File: src/hw/rtl/lprc_pkg.sv
`timescale 1ns / 1ps

package lprc_pkg;

  localparam int unsigned CNT_W = 24;

  localparam logic [CNT_W-1:0] HOLD_TICKS_RST      = CNT_W'(5000);
  localparam logic [CNT_W-1:0] COUNTDOWN_TICKS_RST = CNT_W'(10000);

  typedef enum logic [2:0] {
    MODE_ALLOWED    = 3'd0,
    MODE_DISALLOWED = 3'd1,
    MODE_HOLD       = 3'd2,
    MODE_COUNTDOWN  = 3'd3,
    MODE_TRIGGERED  = 3'd4
  } mode_t;

  typedef enum logic [1:0] {
    ACT_BUTTON = 2'd0,
    ACT_POLICY = 2'd1,
    ACT_TICK   = 2'd2,
    ACT_NONE   = 2'd3
  } action_t;

  // Register indexes on the configuration port.
  localparam logic REG_HOLD      = 1'b0;
  localparam logic REG_COUNTDOWN = 1'b1;

  typedef struct packed {
    mode_t            mode;
    logic [CNT_W-1:0] cnt;
    logic             consumed;
    logic             notify;
    logic             trigger;
  } step_t;

endpackage

File: src/hw/rtl/lprc_core.sv
`timescale 1ns / 1ps

module lprc_core import lprc_pkg::*; (
  input  action_t          action,
  input  logic             button_pressed,
  input  logic             reset_allowed,
  input  mode_t            mode_r,
  input  logic [CNT_W-1:0] cnt_r,
  input  logic [CNT_W-1:0] hold_ticks,
  input  logic [CNT_W-1:0] countdown_ticks,
  output step_t            step
);

  mode_t mode_nxt;
  logic  expired;

  // A timer loaded with zero or one runs out on the next tick.
  assign expired = (cnt_r <= CNT_W'(1));

  always_comb begin
    mode_nxt = mode_r;
    unique case (action)
      ACT_BUTTON: begin
        unique case (mode_r)
          MODE_ALLOWED:   if (button_pressed) mode_nxt = MODE_HOLD;
          MODE_HOLD,
          MODE_COUNTDOWN: if (!button_pressed) mode_nxt = MODE_ALLOWED;
          default: ;
        endcase
      end
      ACT_POLICY: begin
        if (!reset_allowed) begin
          mode_nxt = MODE_DISALLOWED;
        end else if (mode_r == MODE_DISALLOWED) begin
          mode_nxt = MODE_ALLOWED;
        end
      end
      ACT_TICK: begin
        if (mode_r == MODE_HOLD && expired) begin
          mode_nxt = MODE_COUNTDOWN;
        end else if (mode_r == MODE_COUNTDOWN && expired) begin
          mode_nxt = MODE_TRIGGERED;
        end
      end
      default: ;
    endcase
  end

  always_comb begin
    step          = '0;
    step.mode     = mode_nxt;
    step.cnt      = cnt_r;
    unique case (action)
      ACT_BUTTON: begin
        unique case (mode_r)
          MODE_ALLOWED: begin
            step.consumed = button_pressed;
            if (button_pressed) step.cnt = hold_ticks;
          end
          MODE_DISALLOWED: step.consumed = button_pressed;
          MODE_HOLD: begin
            step.consumed = 1'b1;
            if (!button_pressed) step.cnt = '0;
          end
          MODE_COUNTDOWN: begin
            step.consumed = 1'b1;
            if (!button_pressed) begin
              step.cnt    = '0;
              step.notify = 1'b1;
            end
          end
          default: ;
        endcase
      end
      ACT_POLICY: begin
        if (!reset_allowed) begin
          step.cnt    = '0;
          step.notify = (mode_r == MODE_COUNTDOWN);
        end
      end
      ACT_TICK: begin
        if (mode_r == MODE_HOLD || mode_r == MODE_COUNTDOWN) begin
          if (!expired) begin
            step.cnt = cnt_r - CNT_W'(1);
          end else if (mode_r == MODE_HOLD) begin
            step.cnt    = countdown_ticks;
            step.notify = 1'b1;
          end else begin
            step.cnt     = '0;
            step.trigger = 1'b1;
          end
        end
      end
      default: ;
    endcase
  end

endmodule

File: src/hw/rtl/long_press_reset_controller.sv
`timescale 1ns / 1ps

// Long-press factory reset guard. Each input word is a button report, a
// reset policy change or one timer tick, selected by in_tuser; each one
// yields exactly one result word. The block takes one word per cycle: the
// mode and tick counter are computed combinationally from their registered
// values and the result sits in an output register, so a new word is taken
// whenever that register is empty or read in the same cycle. The user must
// set the hold and countdown lengths on the configuration port (hold_ticks
// at address 0, countdown_ticks at address 4) only while idle; not enforced.
module long_press_reset_controller import lprc_pkg::*; (
  input  logic        clk,
  input  logic        rst_n,
  input  logic        in_tvalid,
  output logic        in_tready,
  input  logic [7:0]  in_tdata,   // [0] button_pressed, [1] reset_allowed, [7:2] zero
  input  logic [1:0]  in_tuser,   // [1:0] action
  output logic        out_tvalid,
  input  logic        out_tready,
  // [0] consumed, [3:1] mode, [27:4] remaining_ticks, [28] notify_watchers,
  // [29] reset_pulse, [31:30] zero
  output logic [31:0] out_tdata,
  input  logic        cfg_psel,
  input  logic        cfg_penable,
  input  logic        cfg_pwrite,
  input  logic [2:0]  cfg_paddr,
  input  logic [31:0] cfg_pwdata,
  output logic [31:0] cfg_prdata,
  output logic        cfg_pready
);

  logic [CNT_W-1:0] hold_ticks_r;
  logic [CNT_W-1:0] countdown_ticks_r;
  mode_t            mode_r;
  logic [CNT_W-1:0] cnt_r;
  logic             out_valid_r;
  logic [31:0]      out_data_r;
  logic [31:0]      out_data_nxt;
  logic             in_acc;
  logic             cfg_wr;
  logic [CNT_W-1:0] remaining;
  step_t            step;

  assign cfg_pready = 1'b1;
  assign cfg_wr     = cfg_psel && cfg_penable && cfg_pwrite && cfg_pready;

  always_ff @(posedge clk) begin
    if (!rst_n) begin
      hold_ticks_r      <= HOLD_TICKS_RST;
      countdown_ticks_r <= COUNTDOWN_TICKS_RST;
    end else if (cfg_wr) begin
      if (cfg_paddr[2] == REG_HOLD) begin
        hold_ticks_r <= cfg_pwdata[CNT_W-1:0];
      end else begin
        countdown_ticks_r <= cfg_pwdata[CNT_W-1:0];
      end
    end
  end

  always_comb begin
    if (cfg_paddr[2] == REG_COUNTDOWN) begin
      cfg_prdata = {{(32-CNT_W){1'b0}}, countdown_ticks_r};
    end else begin
      cfg_prdata = {{(32-CNT_W){1'b0}}, hold_ticks_r};
    end
  end

  assign in_tready = !out_valid_r || out_tready;
  assign in_acc    = in_tvalid && in_tready;

  lprc_core u_core (
    .action          (action_t'(in_tuser)),
    .button_pressed  (in_tdata[0]),
    .reset_allowed   (in_tdata[1]),
    .mode_r          (mode_r),
    .cnt_r           (cnt_r),
    .hold_ticks      (hold_ticks_r),
    .countdown_ticks (countdown_ticks_r),
    .step            (step)
  );

  assign remaining    = (step.mode == MODE_COUNTDOWN) ? step.cnt : '0;
  assign out_data_nxt = {2'b00, step.trigger, step.notify, remaining, step.mode,
                         step.consumed};

  always_ff @(posedge clk) begin
    if (!rst_n) begin
      mode_r      <= MODE_ALLOWED;
      cnt_r       <= '0;
      out_valid_r <= 1'b0;
    end else begin
      if (in_acc) begin
        mode_r      <= step.mode;
        cnt_r       <= step.cnt;
        out_valid_r <= 1'b1;
      end else if (out_tready) begin
        out_valid_r <= 1'b0;
      end
    end
  end

  always_ff @(posedge clk) begin
    if (in_acc) begin
      out_data_r <= out_data_nxt;
    end
  end

  assign out_tvalid = out_valid_r;
  assign out_tdata  = out_data_r;

  a_trigger_mode: assert property (@(posedge clk) disable iff (!rst_n)
    out_tvalid && out_tdata[29] |-> out_tdata[3:1] == MODE_TRIGGERED)
    else $error("trigger reported outside triggered mode");

  a_idle_cnt_zero: assert property (@(posedge clk) disable iff (!rst_n)
    mode_r != MODE_HOLD && mode_r != MODE_COUNTDOWN |-> cnt_r == '0)
    else $error("tick counter not cleared outside a timer");

  a_state_hold: assert property (@(posedge clk) disable iff (!rst_n)
    rst_n && !in_acc |=> $stable(mode_r) && $stable(cnt_r))
    else $error("state changed without an accepted word");

  a_result_follows: assert property (@(posedge clk) disable iff (!rst_n)
    in_acc |=> out_tvalid)
    else $error("accepted word produced no result");

endmodule
File: config.mk
export PLATFORM = sky130hd
export DESIGN_NAME = long_press_reset_controller
export DESIGN_NICKNAME = d
export VERILOG_FILES = /design/src/hw/rtl/lprc_pkg.sv /design/src/hw/rtl/lprc_core.sv /design/src/hw/rtl/long_press_reset_controller.sv
export SDC_FILE = /design/constraint.sdc
export NUM_CORES = 1
export LEC_CHECK = 0
export BUFFER_PORTS_ARGS = -buffer_cell sky130_fd_sc_hd__buf_2
export CORE_ASPECT_RATIO = 0.5
export CORE_MARGIN = 1
export CORE_UTILIZATION = 45
export CTS_BUF_LIST = sky130_fd_sc_hd__clkbuf_8
export CTS_CLUSTER_SIZE = 14
export DETAILED_ROUTE_END_ITERATION = 16
export GPL_TIMING_DRIVEN = 0
export PLACE_DENSITY = 0.7
export SLEW_MARGIN = 20
export SYNTH_ARGS = -nofsm -noshare
export SYNTH_HDL_FRONTEND = slang
export SYNTH_SLANG_ARGS = --single-unit
File: constraint.sdc
create_clock -name clk -period 4.62 [get_ports clk]
set_input_delay 0.924 -clock clk [delete_from_list [all_inputs] [get_ports clk]]
set_output_delay 0.924 -clock clk [all_outputs]
set_load 0.02 [all_outputs]
==> flow_summary.yaml, run 1 <==
logic_synthesis:
  synthFlopType: "dfxtp_1"
  ys_ff_latch: 106
  yosys-top-cells-area: "dfxtp_1 24%, edfxtp_1 14%, nand2_1 9.0%"
  synth_cells: 763
  synth-warning-count: 0
  synthDistinctLibCells: 75
  synth.top_cell.area_share_pct: 24.44
  synth_edf_count: 30
  netlist_area_um2: 6226
  synth_top_area_cell: "dfxtp_1"
  async_flop_share_pct: 0
  ys_seq_area_share_pct: 38.91
  synth_area_per_cell_um2: 8.160
worst_setup_path:
  critPathArrivalTime_ps: 3710
  r2r.worst_path.cells: 8
  setup.worst_path.start_class: "primary input"
  cp_max_fo: 10
  reg2reg_slack_ps: 1130
  max_stage_delay_ps: 920
  worstSetupEndpointType: "flip-flop"
  crit_slowest_cell: "nor2_1"
  crit_type: "primary input to flip-flop"
  cp_data_required_time_ps: 4730
  rr_startpoint: "cnt_r[4]"
  path_cells: "buf_2, nand2b_1, clkbuf_1, nor2_1, nand3_1, mux2i_1, o211ai_2, buf_2, nor2_1"
  reg2reg_to: "out_tdata[27]"
finish:
  final_layout_size_suffix_gt1_share_pct: 20.07
  fillers: 1284
  layout.nets: 926
  syn_to_final_growth_pct: 14.65
  final_core_util_pct: 54.65
  multi_input_area_um2: 3426
  layout_common_cells: "149 x nand2_1, 93 x buf_2, 87 x a21oi_1"
  mostFrequentLayoutCell: "nand2_1"
  fin_cells: 1047
  register_area_um2: 2422
  insertedDiodeCount: 0
status:
  status: "complete, no violations"
timing:
  max_freq_mhz: 278.2
  slew_viol_final: 0
  finalCritPeriodShare_pct: 77.80
  fin_setup_tns_ps: 0
  hold_viol: 0
  skew_ps: 18.74
  setup_violations: 0
  worst_pin_slew_ps: 1119
  fin_crit_ps: 3594
  slew_headroom_pct: 25.10
  rsz0062_at_grt: "no"
clock_network:
  cts_setup_buffers: 0
  clockBufferDepth: 2
  worstSkewPairLatency_ps: 400
  clockRootBuffer: "clkbuf_8"
  cts_resized: 0
  cts-htree-levels: 3
  cts.reportedPaths.clkPinSlew_ps: 120
  cts_tree: "done"
  cts_buffers: 9
  clkSinkCount: 106
  cts_hold_buf: 0
grt:
  grt_pass1_wl_um: 37740
  grt_pass1_vias: 5682
  grt.overflow.total: 0
  gr-usage-all-layers_pct: 36.45
  grt_max_degree: 34
  antenna_found_initial: 0
route:
  drtAntennaViolNets: 0
  vias: 6533
  route.detailed.drc: 0
  finalWirelength_um: 25710
  first_pass_iters: 8
  wl_per_cell_um: 24.55
  vias_per_cell: 6.240
  dr.first_iter.drc_count: 899
power:
  p_int_mw: 1.422
  p_sw_mw: 0.7501
  power_switching_share_pct: 34.53
  pwr-share-comb_pct: 24.0
  power_leakage_nw: 2.719
  pwr-share-seq_pct: 47.2
  p_clk_share_pct: 28.9
  peakVddDrop_mv: 0.1539
  power_density_nw_per_um2: 304.3
min_path:
  holdPathEnd: "hold_ticks_r[6]"
  hp-start: "hold_ticks_r[6]"
  hp-class: "flip-flop to flip-flop"
  min_path_cells: 2
placement:
  dp_cells: 1031
  place_congestion: 0.9976
  portBuffers: 88
  dp_hpwl_um: 19480
floorplan:
  ioPinCount: 119
  die-area_um2: 14340
  initial_core_util_pct: 47.66
  fp.dieH_um: 85.18
  die_x_um: 168.3
  core_um2: 13060
  rows: 29
flow_run:
  cap_viol_max_count: 0
[through the flow]
step | setup WS, ps | total power [mW] | hold WS, ps | area, um2
floorplan | 1668 | 1.367 | 441.6 | 6260
global placement | 623.1 | 1.540 | 457.1 | 6913
detailed placement | 706.8 | 1.542 | 465.3 | 6934
CTS | 1108 | 2.143 | 482.4 | 7138
global route | 930.3 | 2.238 | 509.8 | 7138
finish | 1026 | 2.172 | 482.4 | 7138
[how the worst max path moves through the flow]
stage / start / endpoint / cells after the start
3_3_place_gp: in_tuser[0] / out_tdata[15] / 9
4_1_cts: in_tuser[0] / out_tdata[5] / 9
5_1_grt: in_tuser[0] / out_tdata[15] / 9
3_5_place_dp: in_tuser[0] / out_tdata[5] / 9
6_report: in_tuser[0] / out_tdata[5] / 9
2_1_floorplan: in_tdata[0] / out_tdata[27] / 7
[layer usage]
metal / up-vias / global-route usage (%) / share of wire (%)
met3: 21 / 13.48 / 15
met5: - / 0 / 0
met2: 451 / 44.70 / 35
met4: 0 / 5.702 / 0.99
met1: 3090 / 58.41 / 48
li1: 2971 / - / -
[flip-flops by register name, summed over array words and instances (netlist names)]
signal	flops
hold_ticks_r	24
mode_r	3
cnt_r	24
out_tdata	30
countdown_ticks_r	24
out_tvalid	1
[worst max-delay path: cells and delay by family]
kind | cells | cell delay [ps]
AOI/OAI and AO/OA | 1 | 380
muxes | 1 | 240
and+or+nand+nor | 4 | 1460
buffers and inverters | 3 | 700
[power groups by stage]
| stage | logic, mW | registers [mW] | clock network (mW) |
|---|---|---|---|
| 3_3_place_gp | 0.497 | 1.04 | 0 |
| 2_1_floorplan | 0.317 | 1.05 | 0 |
| 5_1_grt | 0.547 | 1.03 | 0.662 |
| 4_1_cts | 0.501 | 1.02 | 0.620 |
| 3_5_place_dp | 0.499 | 1.04 | 0 |
| 6_report | 0.521 | 1.02 | 0.627 |
[layout make-up]
cell class	count	share of cell area, %
plain buffers	79	5.153
clock buffers	10	1.928
clock inverters	6	0.9290
inverters	12	0.6310
multi-input cells	575	47.99
flip-flops and latches	106	33.94
well taps	170	2.980
repair buffers	89	6.450
[cells in the mapped netlist, types with 7 or more instances]
library cell  count
a211oi_1          8
a21oi_1          87
a22o_1            8
a31oi_1          14
buf_4            13
clkbuf_1         57
dfxtp_1          76
edfxtp_1         30
inv_1            11
mux2_2           24
mux2i_1          10
nand2_1         149
nand2b_1          9
nand3_1          22
nor2_1           36
nor2b_1           9
nor3_1           18
nor3_2            7
nor4_1            9
o21ai_0          31
o22ai_1           8
or4_1             9
[cell families after synthesis]
family	share of synthesized area, %
adder cells (fa/ha/maj)	0.4019
AND/OR/NAND/NOR	24.82
flip-flops	38.91
buffers and inverters	6.612
AO/OA/AOI/OAI	22.07
other	0.1206
multiplexers	5.949
XOR/XNOR	1.125
Power figures use the tool's default switching activity.
==> run 2: changes to the inputs <==
Settings changed: ABC_AREA from default to 1, PLACE_DENSITY 0.7 to 0.71.
Clock period 4.62 ns to 3 ns, I/O delays scaled along.
==> run 2 against run 1 <==
  * Non-clock buffer count grew 17
  * Via count grew 24%
  * Count of clock-buffer cells in the layout shrank 1
  * Sequential share of layout area shrank 4.8 points
  * First-iteration DRC count shrank 0.11%
  * Utilization shrank 1.6 points
  * Total power grew 67%
  * Register-to-register slack lost 1000 ps
  * Critical endpoint is now out_tdata[10]
  * Wire length grew 7.5%
  * Area after synthesis grew 18%
  * Critical path depth grew 2
==> flow_summary.yaml, run 2 <==
status:
  status: "complete, no violations"
power:
  peakVddDrop_mv: 0.2093
  power_density_nw_per_um2: 436.0
  power_mw: 3.627
  power_leakage_nw: 3.962
route:
  dr.first_iter.drc_count: 898
  drtAntennaViolNets: 0
  first_pass_iters: 6
  route.detailed.drc: 0
  vias_per_cell: 5.434
  vias: 8075
  wl_per_cell_um: 18.59
  finalWirelength_um: 27630
timing:
  setup_violations: 0
  finalCritPeriodShare_pct: 96.87
  max_freq_mhz: 344.1
  hold_ws_ps: 435.9
  fin_setup_tns_ps: 0
  slew_headroom_pct: 49.58
  slew_viol_final: 0
  setup_slack_ps: 94.01
  worst_pin_slew_ps: 756.3
  skew_ps: 12.77
  fin_crit_ps: 2906
  rsz0062_at_grt: "no"
  hold_viol: 0
placement:
  portBuffers: 89
  place_congestion: 0.9828
  placedInstanceArea_um2: 8149
  dp_slack_ps: 336.5
  dp_cells: 1470
  dp_hpwl_um: 21830
finish:
  final_layout_size_suffix_gt1_share_pct: 17.08
  layout_common_cells: "297 x nand2_1, 148 x o21ai_0, 113 x nand3_1"
  final_core_util_pct: 53.01
  syn_to_final_growth_pct: 12.85
  mostFrequentLayoutCell: "nand2_1"
  layout.nets: 1314
  insertedDiodeCount: 0
  largest_reg_flops: 30
  finalInstanceArea_um2: 8319
  fin_cells: 1486
grt:
  antenna_found_initial: 0
  gr-usage-all-layers_pct: 33.40
  grt_max_degree: 35
  grt_pass1_wl_um: 42100
  grt.overflow.total: 0
  grt_pass1_vias: 7004
flow_run:
  cap_viol_max_count: 0
logic_synthesis:
  synthDistinctLibCells: 36
  synth_top_area_cell: "dfxtp_1"
  netlist_area_um2: 7372
  synth.top_cell.area_share_pct: 20.64
  ys_ff_latch: 106
  synth-warning-count: 0
  async_flop_share_pct: 0
  yosysMostFrequentCell: "nand2_1"
  synth_edf_count: 30
  synthFlopType: "dfxtp_1"
  synth_area_per_cell_um2: 6.410
  yosys-top-cells-count: "297 x nand2_1, 149 x o21ai_0, 113 x nand3_1, 110 x nor2_1, 109 x inv_1"
  yosys-top-cells-area: "dfxtp_1 21%, nand2_1 15%, edfxtp_1 12%"
  ys_seq_area_share_pct: 32.86
  synth_cells: 1150
worst_setup_path:
  crit_start: "cnt_r[0]"
  cp_max_fo: 7
  setup.worst_path.start_class: "flip-flop"
  critPathBufInv: 2
  worst_path_most_repeated_cell: "nand2_1"
  crit_slowest_cell: "o21ai_0"
  crit_type: "flip-flop to flip-flop"
  critPathArrivalTime_ps: 3160
  cp_data_required_time_ps: 3260
  rr_startpoint: "cnt_r[0]"
  worstSetupEndpointType: "flip-flop"
  path_cells: "inv_1, ha_1, o21ai_1, nor2_1, nand3_4, inv_2, nand2_1, o21ai_0, nand2_1, and3_1, nor2_4"
  max_stage_delay_ps: 500
  path_delay_family: "simple AND/OR/NAND/NOR gates"
floorplan:
  initial_core_util_pct: 46.97
  fp.dieH_um: 92.51
  core_um2: 15700
  ioPinCount: 119
  rows: 32
  die-area_um2: 16930
  die_x_um: 183.0
min_path:
  hp-class: "primary input to flip-flop"
  hp-start: "cfg_pwdata[3]"
clock_network:
  clkSinkCount: 106
  worstSkewPairLatency_ps: 380
  cts_tree: "done"
  cts.reportedPaths.clkPinSlew_ps: 110
  cts-htree-levels: 3
  cts_hold_buf: 0
  clockRootBuffer: "clkbuf_8"
  cts_buffers: 9
  clockBufferDepth: 2
-- run 2: logic make-up after synthesis --
kind of cell	Yosys count	synth area share, %
other	2	0.1019
adder cells (fa/ha/maj)	2	0.3394
flip-flops	106	32.86
XOR/XNOR	5	0.5940
buffers and inverters	212	13.90
AND/OR/NAND/NOR	594	36.39
AO/OA/AOI/OAI	229	15.82
-- run 2: routing by layer --
layer	share of wire, %	up-vias	GRT usage, %
met2	35	435	41.73
met5	0	-	0
met3	13	29	9.044
met1	51	3712	54.12
li1	-	3899	-
met4	1.5	0	6.736
-- run 2: timing repair --
item | 4_1_cts | 5_1_grt
endpoints found under the setup margin | 0 | 1
resized for setup | 0 | 1
buffers inserted | 0 | 0
-- run 2: report_power, final --
group	leakage, nW	internal [mW]	switching [mW]	total [mW]
clock network	0.0884	0.302	0.530	0.832
logic	2.95	0.359	0.834	1.19
registers	0.925	1.55	0.0528	1.60
-- run 2: path summary, 6_finish.rpt --
| kind | end | slack [ps] | cells after the start |
|---|---|---|---|
| hold / removal | hold_ticks_r[3] | 440 | 3 |
| hold reg to reg | countdown_ticks_r[13] | 500 | 2 |
| setup reg to reg | out_tdata[10] | 90 | 11 |
| setup / recovery | out_tdata[10] | 90 | 11 |
-- run 2: layout make-up --
cell class,instances,area [um2]
well taps,221,276.5
plain buffers,95,586.8
clock buffers,9,123.9
clock inverters,7,46.29
flip-flops and latches,106,2422
inverters,117,439.2
repair buffers,90,465.4
fillers,1695,7376
multi-input cells,841,3959
-- run 2: worst reg2reg max path: stages (launching register included) --
cell	delay, ps
dfxtp_1	420
inv_1	230
ha_1	360
o21ai_1	170
nor2_1	190
nand3_4	170
inv_2	150
nand2_1	170
o21ai_0	500
nand2_1	120
and3_1	230
nor2_4	80
